File: src/sv/bsq_pkg.sv
// ============================================================================
// bsq_pkg: shared types for the bounded sorted priority queue
// Status codes, action codes, cell control word and config bus constants.
// ============================================================================
package bsq_pkg;

    typedef enum logic [1:0] {
        STAT_OK    = 2'd0,
        STAT_FULL  = 2'd1,
        STAT_EMPTY = 2'd2
    } t_status;

    typedef enum logic {
        ACT_INSERT = 1'b0,
        ACT_REMOVE = 1'b1
    } t_action;

    typedef enum logic {
        CFG_HIGHEST_FIRST = 1'b0,
        CFG_MAX_ENTRIES   = 1'b1
    } t_cfg_reg;

    // config bus: registers at byte offsets 0 and 4
    localparam int APB_AW      = 3;
    localparam int APB_DW      = 32;
    localparam int CFG_SEL_BIT = 2;

    // per-cell control word, driven by the top level every cycle
    typedef struct packed {
        logic cmp_en;
        logic highest_first;
        logic load_new;
        logic shift_fwd;
        logic shift_back;
    } t_cell_ctl;

endpackage

File: src/sv/bsq_cell.sv
// ============================================================================
// bsq_cell: one slot of the sorted row
// Holds one (key, tag), flags whether a new key goes strictly ahead of it,
// and loads the new entry or a neighbor's entry when the row moves.
// ============================================================================
module bsq_cell #(
    parameter int KEY_WIDTH = 32,
    parameter int TAG_WIDTH = 16,
    parameter int CNT_W     = 7,
    parameter int INDEX     = 0
) (
    input  logic                        i_clk,
    input  bsq_pkg::t_cell_ctl          i_ctl,
    input  logic            [CNT_W-1:0] i_count,
    input  logic signed [KEY_WIDTH-1:0] i_new_key,
    input  logic        [TAG_WIDTH-1:0] i_new_tag,
    input  logic signed [KEY_WIDTH-1:0] i_prev_key,
    input  logic        [TAG_WIDTH-1:0] i_prev_tag,
    input  logic signed [KEY_WIDTH-1:0] i_next_key,
    input  logic        [TAG_WIDTH-1:0] i_next_tag,
    output logic signed [KEY_WIDTH-1:0] o_key,
    output logic        [TAG_WIDTH-1:0] o_tag,
    output logic                        o_before
);

    logic signed [KEY_WIDTH-1:0] r_key;
    logic        [TAG_WIDTH-1:0] r_tag;
    logic                        r_before;
    logic                        w_held;
    logic                        w_ahead;

    assign w_held  = CNT_W'(INDEX) < i_count;
    assign w_ahead = i_ctl.highest_first ? (i_new_key > r_key) : (i_new_key < r_key);

    always_ff @(posedge i_clk) begin
        if (i_ctl.cmp_en) begin
            r_before <= w_held && w_ahead;
        end
        if (i_ctl.load_new) begin
            r_key <= i_new_key;
            r_tag <= i_new_tag;
        end else if (i_ctl.shift_fwd) begin
            r_key <= i_prev_key;
            r_tag <= i_prev_tag;
        end else if (i_ctl.shift_back) begin
            r_key <= i_next_key;
            r_tag <= i_next_tag;
        end
    end

    assign o_key    = r_key;
    assign o_tag    = r_tag;
    assign o_before = r_before;

endmodule

File: config.mk
export PLATFORM = sky130hd
export DESIGN_NAME = bsq_cell
export DESIGN_NICKNAME = d
export VERILOG_FILES = /design/src/sv/bsq_pkg.sv /design/src/sv/bsq_cell.sv
export SDC_FILE = /design/constraint.sdc
export NUM_CORES = 1
export LEC_CHECK = 0
export BUFFER_PORTS_ARGS = -buffer_cell sky130_fd_sc_hd__buf_4
export CAP_MARGIN = 20
export CORE_MARGIN = 1
export CORE_UTILIZATION = 40
export CTS_BUF_LIST = sky130_fd_sc_hd__clkbuf_8
export CTS_CLUSTER_DIAMETER = 30
export CTS_CLUSTER_SIZE = 25
export DETAILED_ROUTE_END_ITERATION = 8
export PLACE_DENSITY_LB_ADDON = 0.3
export SLEW_MARGIN = 20
export SYNTH_ARGS = -nofsm -noshare
export SYNTH_HDL_FRONTEND = slang
export SYNTH_SLANG_ARGS = --single-unit
File: constraint.sdc
create_clock -name i_clk -period 2.55 [get_ports i_clk]
set_input_delay 0.765 -clock i_clk [delete_from_list [all_inputs] [get_ports i_clk]]
set_output_delay 0.765 -clock i_clk [all_outputs]
set_load 0.02 [all_outputs]
==> results of run 1 <==
[through the flow]
| step | cell area (um^2) | setup slack, ns | utilization, % |
|---|---|---|---|
| 2_1_floorplan | 3340 | 0.0852 | - |
| 6_report | 5110 | 0.171 | 64.8 |
| 3_3_place_gp | 5030 | -0.0896 | 63.7 |
| 4_1_cts | 5110 | 0.176 | 64.8 |
| 3_5_place_dp | 5030 | -0.164 | 63.7 |
| 5_1_grt | 5110 | 0.104 | 64.8 |
[flip-flops by register name (all words and copies together) (netlist names)]
register  count
o_key        32
o_tag        16
o_before      1
[cell usage after synthesis]
library cell   n
nand2_1       56
o31ai_2        1
nand4_2        1
nor2b_1        1
a211o_2        1
a221oi_1       1
and4_1         4
buf_2          3
clkbuf_1      12
o22ai_1        1
o21ai_0       51
nand4_1        3
a21o_1         3
or3_1          2
a21oi_1       11
nor3b_1        1
or3b_2         1
a31oi_2        1
nor4_4         1
nand2b_2       1
a31o_1         1
nor2_1         1
or4_1          1
inv_1         32
edfxtp_1      49
or4_4          1
ha_1          32
nor3_1         1
o21ai_1        1
a221o_1        2
nand3_1        2
buf_1          2
mux2i_1       48
o211ai_1       1
[cell type report]
type                            count  area [um^2]
Clock buffer                        5         68.8
Clock inverter                      3         12.5
Fill cell                         698         2780
Inverter                           32          120
Multi-Input combinational cell    232         1690
Sequential cell                    49         1470
Tap cell                          102          128
Timing Repair Buffer              216         1620
[kinds of logic (layout without fill, tap and decap cells)]
group,count (synthesis),count (layout),synth area share (%)
simple gates,77,77,11.3
compound gates,75,75,12.7
flops,49,49,44.0
buf+inv,49,256,5.61
mux,48,48,14.4
fa+ha+maj,32,32,12.0
[layer usage]
layer,vias to the layer above,wire [um],part of all wire [%],GRT usage [%]
li1,1603,-,-,-
met4,0,97,1.1,5.64
met1,1455,3390,37,22.0
met3,7,844,9.2,4.72
met2,145,4860,53,40.2
met5,-,0,0,0
[power by group]
group          switching, W  internal [W]
combinational      0.000404      0.000428
clock              0.000256      0.000186
sequential        0.0000413      0.000996
[worst max-delay path: stages]
cell     delay, ns
buf_4         0.11
ha_1          0.30
nand4_2       0.14
or4_4         0.57
a21o_1        0.19
a31oi_2       0.18
a211o_2       0.13
nand2_1       0.04
[worst max path at each step]
stage / start / to / slack (ns) / cells past startpoint
5_1_grt: i_new_key[15] / o_before / 0.10 / 8
2_1_floorplan: i_new_key[15] / o_before / 0.09 / 7
3_3_place_gp: i_new_key[15] / o_before / -0.09 / 8
3_5_place_dp: i_new_key[15] / o_before / -0.16 / 8
4_1_cts: i_new_key[15] / o_before / 0.18 / 8
6_report: i_new_key[15] / o_before / 0.17 / 8
==> flow_summary_export.csv, run 1 <==
group,metric,value,unit
sta,rsz0062_at_grt,"no",
layout,area_growth,52.8,%
clocking,root_buffer,"clkbuf_8",
clocking,h-tree-depth,2,
setup_path,crit_path_end_kind,"register",
synthesis,ys_types,34,
synthesis,synth_nets,519,
clocking,clk_path_buf_depth,2,
power_and_ir_drop,ir_worst_vdd,0.219,mV
clocking,tritoncts,"yes",
setup_path,rr_worst_depth,8,
setup_path,required,2.60,ns
routing,wire_per_inst,14.4,um
power_and_ir_drop,finalPower,0.00231,W
synthesis,postSynthCellCount,330,
routing,first_iter_violations,111,
min_path,whs_endpoint,"o_before",
sta,worst_pin_slew,0.386,ns
sta,min_period_over_period,93.3,%
sta,setup_tns,0,ns
setup_path,cp-start-kind,"primary input",
routing,num_vias,3210,
min_path,hp-start,"i_ctl[4]",
setup_path,cp_data_arrival_time,2.43,ns
sta,whs,0.662,ns
sta,finClkSkew,0.00785,ns
global_routing,antenna_found_initial,0,
floorplan,die-area,8730,um^2
place,place_hpwl,7630,um
place,dp.cells,631,
routing,routed_via_density,5.02,
clocking,clock_sinks,49,
clocking,cts_buffers,5,
global_routing,grt_pass1_vias,3114,
power_and_ir_drop,p_leak,2.58,nW
floorplan,coreArea,7890,um^2
status,outcome,"complete, no violations",
global_routing,grt_usage,20.6,%
clocking,cts_repair_resize_count,0,
setup_path,critPathKind,"in2reg",
floorplan,pin_count,206,
global_routing,overflow,0,
synthesis,synth_top_cell_by_area,"edfxtp_1",
routing,drc,0,
layout,n_antenna_cell,0,
synthesis,synth.area.top_cells,"edfxtp_1, mux2i_1, ha_1",
layout,final_common_cell,"buf_4",
floorplan,die_y,93.4,um
floorplan,initial_utilization,42.4,%
sta,max_slew_margin,74.3,%
floorplan,die_w,93.4,um
layout,nNetsFinal,725,
global_routing,grt_max_degree,41,
sta,period_needed,2.38,ns
setup_path,reg2reg_to,"o_before",
synthesis,syn-cell-area,3340,um^2
synthesis,synth_seq_area_share,44.0,%
setup_path,cp_max_fo,3,
synthesis,syn_area_per_cell,10.1,um^2
sta,hold_viol,0,
power_and_ir_drop,power_density,453,nW/um^2
routing,first_pass_iters,4,
clocking,clock_latency,0.30,ns
global_routing,grt_pass1_wl,13900,um
floorplan,rows,32,
routing,drt_wl_total,9190,um
place,place.gp.congestion,0.820,
layout,layout-drive-gt1-share,43.0,%
synthesis,ys_ff_latch,49,
clocking,path_clk_slew,0.09,ns
layout,final-instance-count-excl-fill,639,
clocking,cts_hold_buf,0,
synthesis,synth_top_cell_area_share,44.0,%
setup_path,r2r_slack,0.34,ns
place,numPortBuffers,205,
setup_path,reg2reg_from,"o_key[11]",
flow_run,drv_cap,0,
sta,max_freq,420,MHz
layout,final_cell_mix,"buf_4, nand2_1, o21ai_0",
routing,drtAntennaViolNets,0,
min_path,hold_depth,1,
sta,slew_violations,0,
clocking,cts_setup_buffers,0,
min_path,hp-class,"in2reg",
synthesis,yosysWarnings,0,
sta,setup_viol,0,
No activity file was read; power rests on OpenSTA's default activity.
==> run 2: changes to the inputs <==
ABC_AREA = 1   (was not set)
CORE_UTILIZATION = 41   (was 40)
==> run 2 against run 1 <==
Maximum frequency rose by 13%. Die area down 2.1%. Global-route usage rose by 2.4 points. Non-clock buffer count shrank 4. Clock skew is 0.00089 ns higher.
==> flow_summary_export.csv, run 2 <==
group,metric,value,unit
routing,drt_wl_total,9960,um
sta,worst_pin_slew,0.534,ns
flow_run,drv_cap,0,
power_and_ir_drop,p_leak,2.56,nW
clocking,cts_setup_buffers,0,
setup_path,cp_max_fo,4,
clocking,tritoncts,"yes",
global_routing,grtUsageMet2,43.2,%
layout,area_growth,51.3,%
min_path,hold_depth,1,
setup_path,required,2.61,ns
clocking,clock_latency,0.31,ns
setup_path,cp_data_arrival_time,2.16,ns
place,numPortBuffers,205,
synthesis,synthTopCellsByCount,"a21oi_1, nand2_1, nor2_1, edfxtp_1, inv_1",
sta,max_freq,477,MHz
setup_path,reg2reg_to,"o_before",
layout,fillers,674,
sta,max_slew_margin,64.4,%
synthesis,yosysWarnings,0,
synthesis,synth_seq_area_share,43.9,%
clocking,path_clk_slew,0.09,ns
synthesis,async_flop_share,0,%
layout,n_antenna_cell,0,
setup_path,rr_worst_depth,11,
setup_path,crit_path_end_kind,"register",
min_path,hp-class,"in2reg",
routing,first_iter_violations,147,
setup_path,critPathKind,"in2reg",
floorplan,die-area,8550,um^2
synthesis,syn-cell-area,3350,um^2
sta,min_period_over_period,82.3,%
routing,routed_via_density,5.02,
global_routing,grt_pass1_vias,3481,
sta,slew_violations,0,
power_and_ir_drop,finalPower,0.00235,W
layout,layout-drive-gt1-share,37.0,%
sta,setup_tns,0,ns
setup_path,path_cells,"buf_4 > ha_1 > nand2_1 > nor2_2 > nand2_2 > nor4_4 > nand2_1 > nand2_1 > nand2_1 > a21oi_1 > nor2_1",
setup_path,reg2reg_from,"o_key[31]",
synthesis,synth.area.top_cells,"edfxtp_1, a21oi_1, ha_1",
global_routing,top_usage_layer,"met2",
floorplan,pin_count,206,
synthesis,syn_area_per_cell,8.06,um^2
layout,largest_reg_flops,32,
clocking,cts_buffers,5,
global_routing,grt_use_met3,5.34,%
clocking,h-tree-depth,2,
setup_path,crit_buf_inv,1,
setup_path,cp_slowest_cell,"ha_1",
global_routing,grt_max_degree,49,
sta,finClkSkew,0.00874,ns
layout,nNetsFinal,802,
setup_path,worst_path_dominant_cell_family,"simple AND/OR/NAND/NOR gates",
clocking,cts_repair_resize_count,0,
sta,hold_viol,0,
global_routing,overflow,0,
floorplan,initial_utilization,43.0,%
global_routing,grt_pass1_wl,15600,um
synthesis,postSynthCellCount,416,
clocking,clk_path_buf_depth,2,
sta,period_needed,2.10,ns
sta,rsz0062_at_grt,"no",
synthesis,synth_top_cell_area_share,43.9,%
synthesis,ys_types,27,
routing,first_pass_iters,4,
synthesis,yosysMostFrequentCell,"a21oi_1",
global_routing,grt_usage,23.1,%
min_path,whs_endpoint,"o_before",
routing,num_vias,3592,
setup_path,cp_slowest_stage_delay,0.34,ns
synthesis,synthFlopType,"edfxtp_1",
routing,drtAntennaViolNets,0,
setup_path,path_common_cell,"nand2_1",
min_path,hp-start,"i_ctl[4]",
layout,final_common_cell,"buf_4",
setup_path,cp-start-kind,"primary input",
synthesis,synth_top_cell_by_area,"edfxtp_1",
floorplan,coreArea,7810,um^2
clocking,clock_sinks,49,
synthesis,synth_edf_count,49,
routing,wire_per_inst,13.9,um
status,outcome,"complete, no violations",
layout,final_util,65.0,%
global_routing,antenna_found_initial,0,
sta,setup_viol,0,
synthesis,synth_nets,605,
place,place.gp.congestion,0.776,
routing,drc,0,
clocking,root_buffer,"clkbuf_8",
layout,final_cell_mix,"buf_4, a21oi_1, nand2_1",
power_and_ir_drop,power_density,462,nW/um^2
synthesis,ys_ff_latch,49,
power_and_ir_drop,ir_worst_vdd,0.230,mV
floorplan,die_w,92.5,um
setup_path,r2r_slack,0.62,ns
clocking,cts_hold_buf,0,
setup_path,crit_cells,11,
floorplan,die_y,92.5,um
floorplan,rows,32,
global_routing,met1_usage,25.8,%
place,place_hpwl,7670,um
-- run 2: worst max-delay path by stage --
stage	startpoint	endpoint	slack (ns)
floorplan	i_ctl[2]	o_key[0]	0.26
CTS	i_new_key[31]	o_before	0.46
detailed placement	i_new_key[31]	o_before	0.14
finish	i_new_key[31]	o_before	0.45
global route	i_new_key[31]	o_before	0.27
global placement	i_new_key[31]	o_before	0.23
-- run 2: layer usage --
metal,wire [um],up-vias
met5,0,-
met4,178,0
met3,653,15
met2,5370,140
met1,3760,1638
li1,-,1799
-- run 2: layout make-up --
| class | instances | area [um^2] | share of cell area (%) |
|---|---|---|---|
| Clock buffer | 5 | 68.8 | 1.36 |
| Clock inverter | 3 | 12.5 | 0.247 |
| Inverter | 42 | 158 | 3.11 |
| Multi-Input combinational cell | 303 | 1630 | 32.2 |
| Sequential cell | 49 | 1470 | 29.0 |
| Tap cell | 102 | 128 | 2.51 |
| Timing Repair Buffer | 212 | 1600 | 31.6 |
-- run 2: cells by family (layout without fill, tap and decap cells) --
logic type,Yosys count,in the layout,share of synthesized area [%]
simple gates,154,154,18.7
fa+ha+maj,32,32,11.9
flops,49,49,43.9
buf+inv,64,262,7.53
compound gates,117,117,18.0
-- run 2: per-stage QoR --
step                      std cells  worst slack [ns]  instance area [um^2]  hold WS [ns]
after global placement          708             0.228                  4990         0.965
after detailed placement        708             0.145                  4990         0.963
after floorplan                 416             0.258                  3360         0.877
after global routing            716             0.271                  5070         0.639
final                           716             0.452                  5070         0.656
after CTS                       716             0.462                  5070         0.646
-- run 2: report_power, final --
group          internal (W)  switching [W]
sequential         0.000996      0.0000404
combinational      0.000413       0.000447
clock              0.000186       0.000262
total               0.00160       0.000750
